### src/rtl/core/base64_stream_decoder_macros.svh
// assertion macros for the base64 stream decoder
`ifndef BASE64_STREAM_DECODER_MACROS_SVH
`define BASE64_STREAM_DECODER_MACROS_SVH

// condition holds in the same cycle
`define B64D_ASSERT_NOW(label, clk, rst_n, ante, cons) \
    label: assert property (@(posedge clk) disable iff (!rst_n) (ante) |-> (cons)) \
        else $error("b64d assertion failed");

// condition holds in the following cycle
`define B64D_ASSERT_NEXT(label, clk, rst_n, ante, cons) \
    label: assert property (@(posedge clk) disable iff (!rst_n) (ante) |=> (cons)) \
        else $error("b64d assertion failed");

`endif

### src/rtl/core/b64d_pkg.sv
// shared types, constants and character mapping for the base64 decoder
`default_nettype none
package b64d_pkg;

    localparam logic [7:0] CH_UPPER_A = 8'h41;
    localparam logic [7:0] CH_UPPER_Z = 8'h5a;
    localparam logic [7:0] CH_LOWER_A = 8'h61;
    localparam logic [7:0] CH_LOWER_Z = 8'h7a;
    localparam logic [7:0] CH_DIGIT_0 = 8'h30;
    localparam logic [7:0] CH_DIGIT_9 = 8'h39;
    localparam logic [7:0] CH_PLUS    = 8'h2b;
    localparam logic [7:0] CH_SLASH   = 8'h2f;
    localparam logic [7:0] CH_PAD     = 8'h3d;

    localparam logic [5:0] SEXTET_PLUS  = 6'd62;
    localparam logic [5:0] SEXTET_SLASH = 6'd63;
    localparam logic [5:0] LOWER_BASE   = 6'd26;
    localparam logic [5:0] DIGIT_BASE   = 6'd52;

    // one group waiting to be unpacked into bytes
    typedef struct packed {
        logic [23:0] block;
        logic [1:0]  nbytes;
        logic        msg_last;
    } t_job;

    typedef struct packed {
        logic full;
        logic empty;
    } t_queue_status;

    function automatic logic [5:0] sextet_of(input logic [7:0] c);
        logic [7:0] d;
        d = 8'd0;
        priority if (c >= CH_UPPER_A && c <= CH_UPPER_Z) begin
            d = c - CH_UPPER_A;
        end else if (c >= CH_LOWER_A && c <= CH_LOWER_Z) begin
            d = c - CH_LOWER_A + {2'b00, LOWER_BASE};
        end else if (c >= CH_DIGIT_0 && c <= CH_DIGIT_9) begin
            d = c - CH_DIGIT_0 + {2'b00, DIGIT_BASE};
        end else if (c == CH_PLUS) begin
            d = {2'b00, SEXTET_PLUS};
        end else if (c == CH_SLASH) begin
            d = {2'b00, SEXTET_SLASH};
        end else begin
            d = 8'd0;
        end
        return d[5:0];
    endfunction

endpackage
`default_nettype wire

### src/rtl/core/b64d_front.sv
// character intake: maps characters, gathers groups and issues byte jobs
`default_nettype none
module b64d_front (
    input  wire logic              i_clk,
    input  wire logic              i_rst_n,
    input  wire logic              i_accept,
    input  wire logic [7:0]        i_char,
    input  wire logic              i_msg_end,
    output      logic              o_push,
    output      b64d_pkg::t_job    o_job
);

    logic [17:0] r_accum, n_accum;
    logic [1:0]  r_gcnt, n_gcnt;
    logic        r_prev_pad, n_prev_pad;

    logic [23:0] acc;
    logic [23:0] block;
    logic        is_pad;
    logic [1:0]  pads;
    logic [1:0]  nbytes;

    always_comb begin
        is_pad = (i_char == b64d_pkg::CH_PAD);
        acc    = {r_accum, b64d_pkg::sextet_of(i_char)};
        unique case (r_gcnt)
            2'd0:    block = {acc[5:0], 18'd0};
            2'd1:    block = {acc[11:0], 12'd0};
            2'd2:    block = {acc[17:0], 6'd0};
            default: block = acc;
        endcase
        pads = is_pad ? (r_prev_pad ? 2'd2 : 2'd1) : 2'd0;
        // a group of n characters gives n-1 bytes, less padding
        if (i_msg_end) begin
            nbytes = (r_gcnt > pads) ? (r_gcnt - pads) : 2'd0;
        end else begin
            nbytes = (r_gcnt == 2'd3) ? 2'd3 : 2'd0;
        end
        o_push         = i_accept && (nbytes != 2'd0);
        o_job.block    = block;
        o_job.nbytes   = nbytes;
        o_job.msg_last = i_msg_end;

        n_accum    = r_accum;
        n_gcnt     = r_gcnt;
        n_prev_pad = r_prev_pad;
        if (i_accept) begin
            if (i_msg_end) begin
                n_accum    = 18'd0;
                n_gcnt     = 2'd0;
                n_prev_pad = 1'b0;
            end else begin
                n_accum    = (r_gcnt == 2'd3) ? 18'd0 : acc[17:0];
                n_gcnt     = r_gcnt + 2'd1;
                n_prev_pad = is_pad;
            end
        end
    end

    always_ff @(posedge i_clk) begin
        if (!i_rst_n) begin
            r_accum    <= 18'd0;
            r_gcnt     <= 2'd0;
            r_prev_pad <= 1'b0;
        end else begin
            r_accum    <= n_accum;
            r_gcnt     <= n_gcnt;
            r_prev_pad <= n_prev_pad;
        end
    end

endmodule
`default_nettype wire

### src/rtl/core/b64d_queue.sv
// short job queue between intake and byte output
`default_nettype none
module b64d_queue #(
    parameter int DEPTH = 4
) (
    input  wire logic                  i_clk,
    input  wire logic                  i_rst_n,
    input  wire logic                  i_push,
    input  wire b64d_pkg::t_job        i_job,
    input  wire logic                  i_pop,
    output      b64d_pkg::t_job        o_job,
    output      b64d_pkg::t_queue_status o_status
);

    localparam int PTR_W = (DEPTH > 1) ? $clog2(DEPTH) : 1;
    localparam int CNT_W = $clog2(DEPTH + 1);

    b64d_pkg::t_job r_mem [DEPTH];
    logic [PTR_W-1:0] r_wr_ptr, n_wr_ptr;
    logic [PTR_W-1:0] r_rd_ptr, n_rd_ptr;
    logic [CNT_W-1:0] r_count, n_count;
    logic             do_push, do_pop;

    always_comb begin
        o_status.full  = (r_count == CNT_W'(DEPTH));
        o_status.empty = (r_count == '0);
        do_push = i_push && !o_status.full;
        do_pop  = i_pop && !o_status.empty;
        o_job   = r_mem[r_rd_ptr];

        n_wr_ptr = r_wr_ptr;
        n_rd_ptr = r_rd_ptr;
        n_count  = r_count;
        if (do_push) begin
            n_wr_ptr = (r_wr_ptr == PTR_W'(DEPTH - 1)) ? '0 : r_wr_ptr + PTR_W'(1);
        end
        if (do_pop) begin
            n_rd_ptr = (r_rd_ptr == PTR_W'(DEPTH - 1)) ? '0 : r_rd_ptr + PTR_W'(1);
        end
        if (do_push && !do_pop) begin
            n_count = r_count + CNT_W'(1);
        end else if (do_pop && !do_push) begin
            n_count = r_count - CNT_W'(1);
        end
    end

    always_ff @(posedge i_clk) begin
        if (do_push) begin
            r_mem[r_wr_ptr] <= i_job;
        end
    end

    always_ff @(posedge i_clk) begin
        if (!i_rst_n) begin
            r_wr_ptr <= '0;
            r_rd_ptr <= '0;
            r_count  <= '0;
        end else begin
            r_wr_ptr <= n_wr_ptr;
            r_rd_ptr <= n_rd_ptr;
            r_count  <= n_count;
        end
    end

endmodule
`default_nettype wire

### src/rtl/core/b64d_back.sv
// byte output: unpacks queued jobs one byte per transfer
`default_nettype none
module b64d_back (
    input  wire logic                    i_clk,
    input  wire logic                    i_rst_n,
    input  wire b64d_pkg::t_job          i_job,
    input  wire b64d_pkg::t_queue_status i_status,
    output      logic                    o_pop,
    output      logic                    o_valid,
    input  wire logic                    i_ready,
    output      logic [7:0]              o_byte,
    output      logic                    o_run_end,
    output      logic                    o_stream_end
);

    logic       r_valid, n_valid;
    logic [1:0] r_idx, n_idx;
    logic [7:0] r_byte;
    logic       r_run_end;
    logic       r_stream_end;

    logic       load;
    logic       take;
    logic       fin;
    logic [7:0] sel_byte;

    always_comb begin
        load = !r_valid || i_ready;
        take = load && !i_status.empty;
        fin  = (r_idx == (i_job.nbytes - 2'd1));
        unique case (r_idx)
            2'd0:    sel_byte = i_job.block[23:16];
            2'd1:    sel_byte = i_job.block[15:8];
            default: sel_byte = i_job.block[7:0];
        endcase
        o_pop   = take && fin;
        n_valid = load ? !i_status.empty : r_valid;
        n_idx   = r_idx;
        if (take) begin
            n_idx = fin ? 2'd0 : r_idx + 2'd1;
        end
    end

    always_ff @(posedge i_clk) begin
        if (!i_rst_n) begin
            r_valid <= 1'b0;
            r_idx   <= 2'd0;
        end else begin
            r_valid <= n_valid;
            r_idx   <= n_idx;
        end
    end

    always_ff @(posedge i_clk) begin
        if (take) begin
            r_byte       <= sel_byte;
            r_run_end    <= fin;
            r_stream_end <= fin && i_job.msg_last;
        end
    end

    assign o_valid      = r_valid;
    assign o_byte       = r_byte;
    assign o_run_end    = r_run_end;
    assign o_stream_end = r_stream_end;

endmodule
`default_nettype wire

### src/rtl/core/base64_stream_decoder.sv
// base64 stream decoder top level
//
// Takes one base64 character per transfer and gives decoded bytes, one per
// transfer. A character is taken every cycle while the job queue has room;
// each completed group of four becomes a job in a queue of QUEUE_DEPTH
// entries, and the output side unpacks one byte per cycle from the head job
// while the receiver is ready, so steady input at one character per cycle
// never stalls. The fourth character of a group is queued as a job; its first
// byte is then registered onto the output. Characters outside the alphabet,
// and '=', decode as zero bits; trailing '=' shortens only the final group.
// A message whose final group gives no bytes produces no byte with tlast set.
`default_nettype none
`include "base64_stream_decoder_macros.svh"
module base64_stream_decoder #(
    parameter int QUEUE_DEPTH = 4
) (
    input  wire logic       i_clk,
    input  wire logic       i_rst_n,
    input  wire logic       i_s_tvalid,
    output      logic       o_s_tready,
    input  wire logic [7:0] i_s_tdata,   // [7:0] char_code
    input  wire logic       i_s_tlast,   // message_end
    output      logic       o_m_tvalid,
    input  wire logic       i_m_tready,
    output      logic [7:0] o_m_tdata,   // [7:0] data_byte
    output      logic       o_m_tuser,   // [0] run_end
    output      logic       o_m_tlast    // stream_end
);

    b64d_pkg::t_job          push_job;
    b64d_pkg::t_job          head_job;
    b64d_pkg::t_queue_status q_status;
    logic                    push;
    logic                    pop;
    logic                    accept;

    assign o_s_tready = !q_status.full;
    assign accept     = i_s_tvalid && o_s_tready;

    b64d_front u_front (
        .i_clk     (i_clk),
        .i_rst_n   (i_rst_n),
        .i_accept  (accept),
        .i_char    (i_s_tdata),
        .i_msg_end (i_s_tlast),
        .o_push    (push),
        .o_job     (push_job)
    );

    b64d_queue #(
        .DEPTH (QUEUE_DEPTH)
    ) u_queue (
        .i_clk    (i_clk),
        .i_rst_n  (i_rst_n),
        .i_push   (push),
        .i_job    (push_job),
        .i_pop    (pop),
        .o_job    (head_job),
        .o_status (q_status)
    );

    b64d_back u_back (
        .i_clk        (i_clk),
        .i_rst_n      (i_rst_n),
        .i_job        (head_job),
        .i_status     (q_status),
        .o_pop        (pop),
        .o_valid      (o_m_tvalid),
        .i_ready      (i_m_tready),
        .o_byte       (o_m_tdata),
        .o_run_end    (o_m_tuser),
        .o_stream_end (o_m_tlast)
    );

    `B64D_ASSERT_NOW(a_push_not_full, i_clk, i_rst_n, push, !q_status.full)
    `B64D_ASSERT_NOW(a_pop_not_empty, i_clk, i_rst_n, pop, !q_status.empty)
    `B64D_ASSERT_NOW(a_stream_end_run_end, i_clk, i_rst_n, o_m_tvalid && o_m_tlast, o_m_tuser)
    `B64D_ASSERT_NEXT(a_pop_gives_byte, i_clk, i_rst_n, pop, o_m_tvalid && o_m_tuser)

endmodule
`default_nettype wire

### config.mk
export PLATFORM = sky130hd
export DESIGN_NAME = base64_stream_decoder
export DESIGN_NICKNAME = d
export VERILOG_FILES = /design/src/rtl/core/b64d_pkg.sv /design/src/rtl/core/b64d_front.sv /design/src/rtl/core/b64d_queue.sv /design/src/rtl/core/b64d_back.sv /design/src/rtl/core/base64_stream_decoder.sv
export VERILOG_INCLUDE_DIRS = /design/src /design/src/rtl/core
export SDC_FILE = /design/constraint.sdc
export NUM_CORES = 1
export LEC_CHECK = 0
export ABC_AREA = 1
export BUFFER_PORTS_ARGS = -buffer_cell sky130_fd_sc_hd__buf_2
export CAP_MARGIN = 20
export CORE_AREA = 2 2 122 124
export CTS_CLUSTER_SIZE = 20
export DETAILED_ROUTE_END_ITERATION = 6
export DIE_AREA = 0 0 124 126
export PLACE_DENSITY = 0.68
export RECOVER_POWER = 100
export SLEW_MARGIN = 20
export SYNTH_ARGS = -nofsm -noshare
export SYNTH_HDL_FRONTEND = slang
export SYNTH_SLANG_ARGS = --single-unit
### constraint.sdc
create_clock -name i_clk -period 3.3 [get_ports i_clk]
set_input_delay 0 -clock i_clk [delete_from_list [all_inputs] [get_ports i_clk]]
set_output_delay 0 -clock i_clk [all_outputs]
set_load 0.01 [all_outputs]
# Yosys cells after proc, flatten, opt, wreduce, memory -nomap -nowiden
# Memory sizes are Yosys's and may differ from the RTL's. A register that Yosys moved wholly into a read port is not among the register bits.
# Cells that the tools add are included.
# op_classes
addsub	13
magnitude_cmp	7
n_eq_ne	11
n_mux	25
n_reduce_logical	23
# op_table
cell	n
case mux 24 bit (3 select lines)	1
2-to-1 mux 18 bit	2
2-to-1 mux 6 bit	5
== test 8 x 6 -> 1 bit, second input constant	3
2-to-1 mux 2 bit	11
>= comparator 8 x 7 -> 1 bit, second input constant	2
less-or-equal comparator 8 x 7 -> 1 bit, second input constant	2
case mux 8 bit (2 select lines)	1
logical AND 1 bit	12
subtractor 6 bit, second input constant	2
adder 2 x 1 -> 2 bit, second input constant	4
== test 2 bit, second input constant	4
>= comparator 8 x 6 -> 1 bit, second input constant	1
less-or-equal comparator 8 x 6 -> 1 bit, second input constant	1
adder 6 x 5 -> 6 bit, second input constant	1
adder 6 bit, second input constant	1
2-to-1 mux 3 bit	2
subtractor 6 x 1 -> 6 bit, second input constant	1
zero test 1 bit	5
== test 2 x 1 -> 1 bit, second input constant	2
zero test 2 bit	2
nonzero test 2 bit	2
adder 3 x 1 -> 3 bit, second input constant	1
== test 3 bit, second input constant	1
other kinds (8)	10
# word_totals
reg_bits	41
ramBits	108
input_bits	13
out_inout_bits	12
word_cells	91
n_memories	1
# mem_list
name	words	word_bits	rd	rd_ports_with_merged_regs	wr	line	text
u_queue.r_mem	4	27	1	1	1	b64d_queue.sv:18	b64d_pkg::t_job r_mem [DEPTH];

# Longest topological paths before layout
# Gate-level depths: netlist of run 1.
# depth
depth_word	12
depth_mapped	18

# Cells and area by module
# From an unflattened synthesis of run 1, not the netlist that was laid out.
# unflattened
cells_unflattened	740
area_unflattened_um2	7340.8
# by_module_without_submodules
module	n_inst	cells_per_inst	area_per_inst_um2	seq_area_each_um2
b64d_queue	1	333	4553.1	3423.3
b64d_front	1	332	2100.8	420.4
b64d_back	1	72	673.1	360.3
base64_stream_decoder	1	3	13.8	0.0

# Least setup slack after synthesis of run 1
# Ideal clock, no wire load.
# synth_timing
path_type	input port to flip-flop
start	input port i_s_tdata[4]
end	memory u_queue.r_mem[2][0] (netlist bit), enable pin
setup_ns	0.411
arrival_time_ns	2.925
t_required_ns	2.889
slack_ns	-0.036
cell_stages	12
n_path_buf	1
path_cell_list	buf_4 nand2_1 nor3_4 inv_1 nor4_1 ha_1 inv_1 fa_1 nand4_1 a21oi_1 inv_1 nor2_1
# synth_via
elab_chain_len	10
# synth_lines
item	line	text
from (decl)	base64_stream_decoder.sv:21	input wire logic [7:0] i_s_tdata,
== test 8 x 6 -> 1 bit *	b64d_front.sv:24	is_pad = (i_char == b64d_pkg::CH_PAD);
2-to-1 mux 2 bit *	b64d_front.sv:32	pads = is_pad ? (r_prev_pad ? 2'd2 : 2'd1) : 2'd0;
subtractor 2 bit / > comparator 2 bit (equally long branches)	b64d_front.sv:35	nbytes = (r_gcnt > pads) ? (r_gcnt - pads) : 2'd0;
2-to-1 mux 2 bit *	b64d_front.sv:35	
2-to-1 mux 2 bit *	b64d_front.sv:34	if (i_msg_end) begin
nonzero test 2 bit *	b64d_front.sv:39	o_push = i_accept && (nbytes != 2'd0);
logical AND 1 bit *	b64d_front.sv:39	
logical AND 1 bit *	b64d_queue.sv:27	do_push = i_push && !o_status.full;
net u_queue.do_push	b64d_queue.sv:22	logic do_push, do_pop;
2-to-1 mux 1 bit *	b64d_queue.sv:48	if (do_push) begin
2-to-1 mux 1 bit (not written as such) *	b64d_queue.sv:49	r_mem[r_wr_ptr] <= i_job;
to (decl)	b64d_queue.sv:18	
# The timed path passes the listed nets; every way through them passes the cells marked *.

# Worst setup path in the final report of run 1
# layout_timing
start	register u_front.r_prev_pad
end	memory u_queue.r_mem[0][5] (netlist bit), enable pin
# layout_via
elab_chain_len	10
# layout_lines
item	line	text
from (decl)	b64d_front.sv:15	logic r_prev_pad, n_prev_pad;
from (signal assigned)	b64d_front.sv:68	r_prev_pad <= n_prev_pad;
2-to-1 mux 2 bit * (2 in series)	b64d_front.sv:32	
subtractor 2 bit / > comparator 2 bit (equally long branches)	b64d_front.sv:35	
2-to-1 mux 2 bit *	b64d_front.sv:35	
2-to-1 mux 2 bit *	b64d_front.sv:34	
nonzero test 2 bit *	b64d_front.sv:39	
logical AND 1 bit *	b64d_front.sv:39	
logical AND 1 bit *	b64d_queue.sv:27	
net u_queue.do_push	b64d_queue.sv:22	
2-to-1 mux 1 bit *	b64d_queue.sv:48	
2-to-1 mux 1 bit (not written as such) *	b64d_queue.sv:49	
# Marks and branches as above.

==> results_dict.tcl, run 1 <==
set metrics [dict create \
    gr-total-overflow 0 \
    status "complete, but fails checks" \
    syn_area_um2 6990 \
    insertion_delay_ps 420 \
    via_count 5251 \
    hold_class "in -> reg" \
    r2r_start "u_front.r_prev_pad$_SDFFE_PN0P_" \
    grt_pass1_vias 5050 \
    post_cts_buffers 0 \
    power_leakage_uw 0.00291 \
    mostFrequentLayoutCells "130 x nand2_1, 118 x edfxtp_1, 83 x nor2_1" \
    hold_viol 0 \
    dp_cells 898 \
    startpoint "u_front.r_prev_pad$_SDFFE_PN0P_" \
    clock-sinks 151 \
    pwr-share-seq_pct 40.9 \
    start_util_pct 48.8 \
    period_share_pct 92.4 \
    die_w_um 124 \
    end_kind "flip-flop" \
    seq_area_frac_synth_pct 60.1 \
    cts-root-buf "clkbuf_16" \
    io_pins 25 \
    drt-total-wl_um 16000 \
    firstDrtPassIters 5 \
    crit_type "reg -> reg" \
    dieArea_um2 15600 \
    max_slew.worst_pin.slew_ps 1680 \
    rsz0062_at_grt "no" \
    r2r_slack_ps 250 \
    fin_skew_ps 9.89 \
    cts-htree-levels 4 \
    final_max_slew_viol_count 41 \
    hold_path_depth 5 \
    setup_ws_ps 251 \
    cts_tree "built" \
    viasPerCell 5.63 \
    grt_usage_pct 21.5 \
    max_freq_ghz 0.328 \
    p_int_uw 3940 \
    yosysUniqueCellTypes 36 \
    holdPathEnd "u_front.r_accum[1]$_SDFFE_PN0P_" \
    routedWlPerCell_um 17.1 \
    drv_cap 1 \
    place_worst_setup_slack_ps 194 \
    crit_fanout 27 \
    drc 0 \
    p_switching_uw 1630 \
    rr_worst_depth 9 \
    synth_fp_nets 746 \
    core_area_um2 14300 \
    place.port_buffers 24 \
    synthArstFlopShare_pct 0 \
    maxSlewHeadroom_pct -12.1 \
    syn_avg_cell_area_um2 9.85 \
    n_antenna_cell 0 \
    pwr-share-clk_pct 38.1 \
    nFillCells 1225 \
    pwr-share-comb_pct 21.0 \
    cp.required_ps 3350 \
    clk_path_buf_depth 2 \
    irDropWorstVdd_mv 0.389 \
    gp_congestion 0.902 \
    ys_warn_count 0 \
    critical_path_arrival_ps 3100 \
    grt_max_degree 49 \
    antenna_left 0 \
    synth_flop_cell "edfxtp_1" \
    min_from "i_s_tdata[1]" \
    rows 44 \
    syn_to_final_growth_pct 13.6 \
    antenna_found_initial 0 \
    seqCellArea_um2 4200 \
    power_density_nw_per_um2 701 \
    hpwl_um 10300 \
    drt_iter0_drc 552 \
    fin_cells 933 \
    synth_edf_count 118 \
    setup_viol 0 \
    synth_seq_cells 151 \
    p_total_uw 5570 \
    multi_input_area_um2 2440 \
    synthCells 710 \
    die_y_um 126 \
    clkSlewWorstSetupHoldPaths_ps 60 \
    r2r-end "u_queue.r_mem[0][5]$_DFFE_PP_" \
    hold-worst-slack_ps 132 \
    layout.nets 772 \
    failed_checks "capacitance limit, slew limit" \
    fin_crit_ps 3050 \
    final_common_cell "nand2_1" \
    drive_gt1_share_pct 10.1 \
    numCtsBuffers 17 \
    startpoint_type "flip-flop" \
    grt_pass1_wl_um 25600 \
    tns_ps 0 \
    sw_frac_of_total_pct 29.2 \
]
==> registers in the layout (all words and copies together) (netlist names), 2 cells and up, named ones only <==
register and flops:
u_queue.r_mem 108, u_front.r_accum 18, u_back.o_byte 8, u_queue.r_count 3, u_back.r_idx 2, u_front.r_gcnt 2
u_queue.r_rd_ptr 2, u_queue.r_wr_ptr 2
==> Yosys cell counts, types with 2 or more instances <==
master | number | area share [%]
a221oi_1 | 3 | 0.38
o22ai_1 | 26 | 2.3
inv_2 | 3 | 0.16
dfxtp_1 | 33 | 9.5
clkbuf_1 | 24 | 1.3
a21oi_1 | 39 | 2.8
nor2_1 | 86 | 4.6
nand4_1 | 5 | 0.45
inv_1 | 47 | 2.5
xor2_1 | 2 | 0.25
a31oi_1 | 2 | 0.18
buf_2 | 8 | 0.57
nand3_2 | 2 | 0.29
edfxtp_1 | 118 | 51
o21ai_0 | 65 | 4.7
nand3_1 | 51 | 3.7
fa_1 | 2 | 0.57
nor3_1 | 5 | 0.36
nand2_2 | 14 | 1.3
o21ai_1 | 13 | 0.93
nand2_1 | 125 | 6.7
o21bai_2 | 2 | 0.32
ha_1 | 21 | 3.8
nor2_4 | 2 | 0.32
==> per-layer routing <==
metal  vias up  track usage [%]  wire length (µm)
met1      2545             28.6              7060
met2       171             35.4              7880
li1       2519                -                 -
met5         -                0                 0
met4         0             7.07               186
met3        16             3.94               870
==> critical path, cell delays in order (launching register included) <==
cell and delay, ps:
dfxtp_1 320, nor4_1 340, ha_1 210, inv_1 50, fa_1 480, nand4_1 110, a21oi_1 260, inv_1 210
nor2_2 110, buf_2 590
==> power by group through the flow <==
| stage | sequential [µW] | clock (µW) | combinational [µW] |
|---|---|---|---|
| global placement | 2310 | 0 | 1150 |
| finish | 2280 | 2120 | 1170 |
| CTS | 2280 | 2140 | 1200 |
| global route | 2290 | 2220 | 1320 |
| floorplan | 2340 | 0 | 773 |
| detailed placement | 2320 | 0 | 1190 |
==> worst max path at each step <==
stage | end | slack [ps] | cells past startpoint
finish | u_queue.r_mem[0][5]$_DFFE_PP_ | 250 | 9
global route | u_queue.r_mem[0][17]$_DFFE_PP_ | 110 | 5
CTS | u_queue.r_count[2]$_SDFFE_PN0P_ | 380 | 14
detailed placement | u_queue.r_count[2]$_SDFFE_PN0P_ | 190 | 18
global placement | u_queue.r_count[2]$_SDFFE_PN0P_ | 250 | 18
floorplan | u_queue.r_mem[2][0]$_DFFE_PP_ | -40 | 12
==> metrics by stage <==
stage	instance area (µm²)	util [%]
after floorplan	6990	-
after global placement	7370	51.5
after detailed placement	7370	51.5
after CTS	8050	56.3
after global routing	7940	55.5
final	7940	55.5
==> area by class of cell <==
cell class                 count  area share [%]
tap                          184            2.90
clock inverter                13            2.52
clock buffer                  19            5.70
inverter                      50            2.36
multi-input combinational    475            30.7
timing repair buffer          41            2.84
sequential                   151            52.9
==> repair_timing <==
action,in CTS,in global routing
hold buffers,3,0
resized for setup,0,0
hold endpoints to repair,13,0
==> logic make-up (layout without fill, tap and decap cells) <==
kind of cell / after synthesis / count (layout) / share of synthesized area (%)
compound gates: 155 / 155 / 12.2
flops: 151 / 151 / 60.1
buf+inv: 84 / 123 / 4.71
fa+ha+maj: 23 / 23 / 4.33
simple gates: 294 / 294 / 18.2
xor+xnor: 3 / 3 / 0.376
No activity file was read; power rests on OpenSTA's default activity.
==> run 2: changes to the inputs <==
--- a/config.mk
+++ b/config.mk
@@ -6,13 +6,12 @@
 export SDC_FILE = /design/constraint.sdc
 export NUM_CORES = 1
 export LEC_CHECK = 0
-export ABC_AREA = 1
 export BUFFER_PORTS_ARGS = -buffer_cell sky130_fd_sc_hd__buf_2
 export CAP_MARGIN = 20
-export CORE_AREA = 2 2 122 124
+export CORE_AREA = 2 2 121 123
 export CTS_CLUSTER_SIZE = 20
 export DETAILED_ROUTE_END_ITERATION = 6
-export DIE_AREA = 0 0 124 126
+export DIE_AREA = 0 0 123 125
 export PLACE_DENSITY = 0.68
 export RECOVER_POWER = 100
 export SLEW_MARGIN = 20
==> run 2 against run 1 <==
  * The flow now finishes without violations
  * Via count shrank 22%
  * Final cell count down 23%
  * Clock skew about the same
  * Sequential share of layout area is 0.83 points higher
  * Combinational power decreased by 31%
  * Final area shrank 1.5%
  * Hold slack worse by 31 ps
  * Critical path type unchanged
  * Largest power group unchanged
  * Highest routed layer unchanged
==> results_dict.tcl, run 2 <==
set metrics [dict create \
    antenna_left 0 \
    io_pins 25 \
    crit_buf_inv 1 \
    post_cts_buffers 0 \
    irDropWorstVdd_mv 0.372 \
    syn_to_final_growth_pct 13.7 \
    startpoint_type "flip-flop" \
    cts_tree "built" \
    period_share_pct 92.0 \
    routedWlPerCell_um 18.7 \
    via_count 4119 \
    nFillCells 1160 \
    largest_reg_flops 108 \
    status "completed" \
    gp_congestion 0.845 \
    synth_fp_nets 527 \
    mostFrequentLayoutCells "118 x edfxtp_1, 38 x nand2_1, 33 x dfxtp_1" \
    p_switching_uw 1290 \
    rr_worst_depth 9 \
    final_common_cell "edfxtp_1" \
    drc 0 \
    n_antenna_cell 0 \
    max_slew.worst_pin.slew_ps 967 \
    max_freq_ghz 0.329 \
    yosys.area.top_type_share_pct 51.6 \
    yosysUniqueCellTypes 65 \
    synthCells 491 \
    setup_viol 0 \
    final_max_slew_viol_count 0 \
    largest-register "u_queue.r_mem" \
    synthArstFlopShare_pct 0 \
    synth_flop_cell "edfxtp_1" \
    crit_type "reg -> reg" \
    power_density_nw_per_um2 656 \
    pwr-share-seq_pct 44.0 \
    yosys-top-cells-count "118 x edfxtp_1, 38 x nand2_1, 33 x dfxtp_1" \
    tns_ps 0 \
    firstDrtPassIters 4 \
    cts-htree-levels 4 \
    rows 44 \
    cp_top_family "multiplexers" \
    yosysTopAreaCell "edfxtp_1" \
    core_area_um2 14200 \
    syn_avg_cell_area_um2 14.0 \
    clk_path_buf_depth 2 \
    grt_pass1_wl_um 21600 \
    grt_max_degree 36 \
    p_int_uw 3840 \
    numCtsBuffers 17 \
    clkSlewWorstSetupHoldPaths_ps 60 \
    layout.nets 560 \
    fin_crit_ps 3040 \
    hold_path_depth 2 \
    die_w_um 123 \
    grt_usage_pct 18.9 \
    cp.required_ps 3640 \
    synth_area_leaders "edfxtp_1 52%, dfxtp_1 9.6%, mux4_2 8.2%, ha_1 3.8%, nand2_1 2.1%" \
    synth_edf_count 118 \
    slowest_delay_ps 590 \
    end_kind "flip-flop" \
    dpl-instance-area_um2 7270 \
    fin_skew_ps 9.42 \
    drive_gt1_share_pct 15.1 \
    synth_seq_cells 151 \
    start_util_pct 48.4 \
    drt_iter0_drc 283 \
    gr-total-overflow 0 \
    hold_class "in -> reg" \
    slowest_stage "mux4_2" \
    place.port_buffers 24 \
    pwr-share-clk_pct 40.3 \
    ys_warn_count 0 \
    drv_cap 0 \
    clock-sinks 151 \
    pwr-share-comb_pct 15.7 \
    stdcell_area_um2 7820 \
    p_total_uw 5130 \
    dieArea_um2 15400 \
    yosysMostFrequentCell "edfxtp_1" \
    drt-total-wl_um 13400 \
    crit_fanout 5 \
    grt_pass1_vias 4134 \
    antenna_found_initial 0 \
    seq_area_frac_synth_pct 61.2 \
    worstPathCellList "mux4_2 -> xnor2_4 -> mux2i_2 -> ha_1 -> inv_1 -> fa_1 -> xor2_1 -> or3_1 -> a21boi_0" \
    sw_frac_of_total_pct 25.1 \
    viasPerCell 5.72 \
    die_y_um 125 \
    hold_viol 0 \
    cp.depth 9 \
    hpwl_um 8720 \
    insertion_delay_ps 430 \
    syn_area_um2 6870 \
    rsz0062_at_grt "no" \
    cts-root-buf "clkbuf_16" \
    maxSlewHeadroom_pct 35.6 \
    critical_path_arrival_ps 3380 \
    power_leakage_uw 0.00269 \
]
==> run 2: path summary, 6_finish.rpt <==
check / from / to / slack, ps
setup / recovery: flip-flop / u_queue.r_count[2]$_SDFFE_PN0P_ / 260
hold / removal: i_rst_n / u_back.o_valid$_SDFFE_PN0N_ / 100
setup reg to reg: flip-flop / u_queue.r_count[2]$_SDFFE_PN0P_ / 260
hold reg to reg: u_front.r_accum[14]$_SDFFE_PN0P_ / u_front.r_accum[14]$_SDFFE_PN0P_ / 470
==> run 2: cells by family after synthesis <==
logic type | Yosys count | share of synthesized area [%]
xor gates and xnor gates | 8 | 1.29
muxes | 33 | 9.89
DFF | 151 | 61.2
AOI/OAI and AO/OA | 106 | 11.1
adders and majority gates | 23 | 4.41
buffers and inverters | 51 | 2.97
and+or+nand+nor | 119 | 9.19
==> run 2: cell type report <==
| type | instances | area, µm² | area share, % |
|---|---|---|---|
| Clock buffer | 18 | 429 | 5.49 |
| Multi-Input combinational cell | 289 | 2450 | 31.4 |
| Tap cell | 184 | 230 | 2.94 |
| Inverter | 26 | 97.6 | 1.25 |
| Timing Repair Buffer | 39 | 199 | 2.54 |
| Clock inverter | 13 | 204 | 2.61 |
| Sequential cell | 151 | 4200 | 53.8 |
==> run 2: metrics by stage <==
step	hold slack, ps	instances	utilization [%]	setup WS (ps)
5_1_grt	143	720	55.0	96.0
3_3_place_gp	348	688	51.2	140
4_1_cts	93.4	720	55.7	321
3_5_place_dp	364	688	51.2	9.55
6_report	101	720	55.0	263
2_1_floorplan	98.9	491	-	110
==> run 2: timing repair <==
item / CTS / global route
resized for setup: 0 / 0
hold buffers: 1 / 0
endpoints found under the hold margin: 4 / 0
==> run 2: power groups by stage <==
stage	Combinational (µW)	Clock, µW	Sequential [µW]
final	807	2070	2250
after global routing	907	2170	2270
after CTS	863	2090	2260
after detailed placement	859	0	2300
after global placement	845	0	2290
after floorplan	564	0	2320
==> run 2: worst register-to-register path, stage by stage (launching register included) <==
cell and delay, ps:
dfxtp_1 400, mux4_2 590, xnor2_4 220, mux2i_2 400, ha_1 250, inv_1 60, fa_1 370, xor2_1 180
or3_1 300, a21boi_0 190
==> run 2: metal layers <==
layer	vias up	track usage [%]	share of wire, %
met5	-	0	0
li1	1949	-	-
met3	16	5.25	4.1
met2	104	29.7	49
met1	2050	25.1	45
met4	0	7.42	1.6
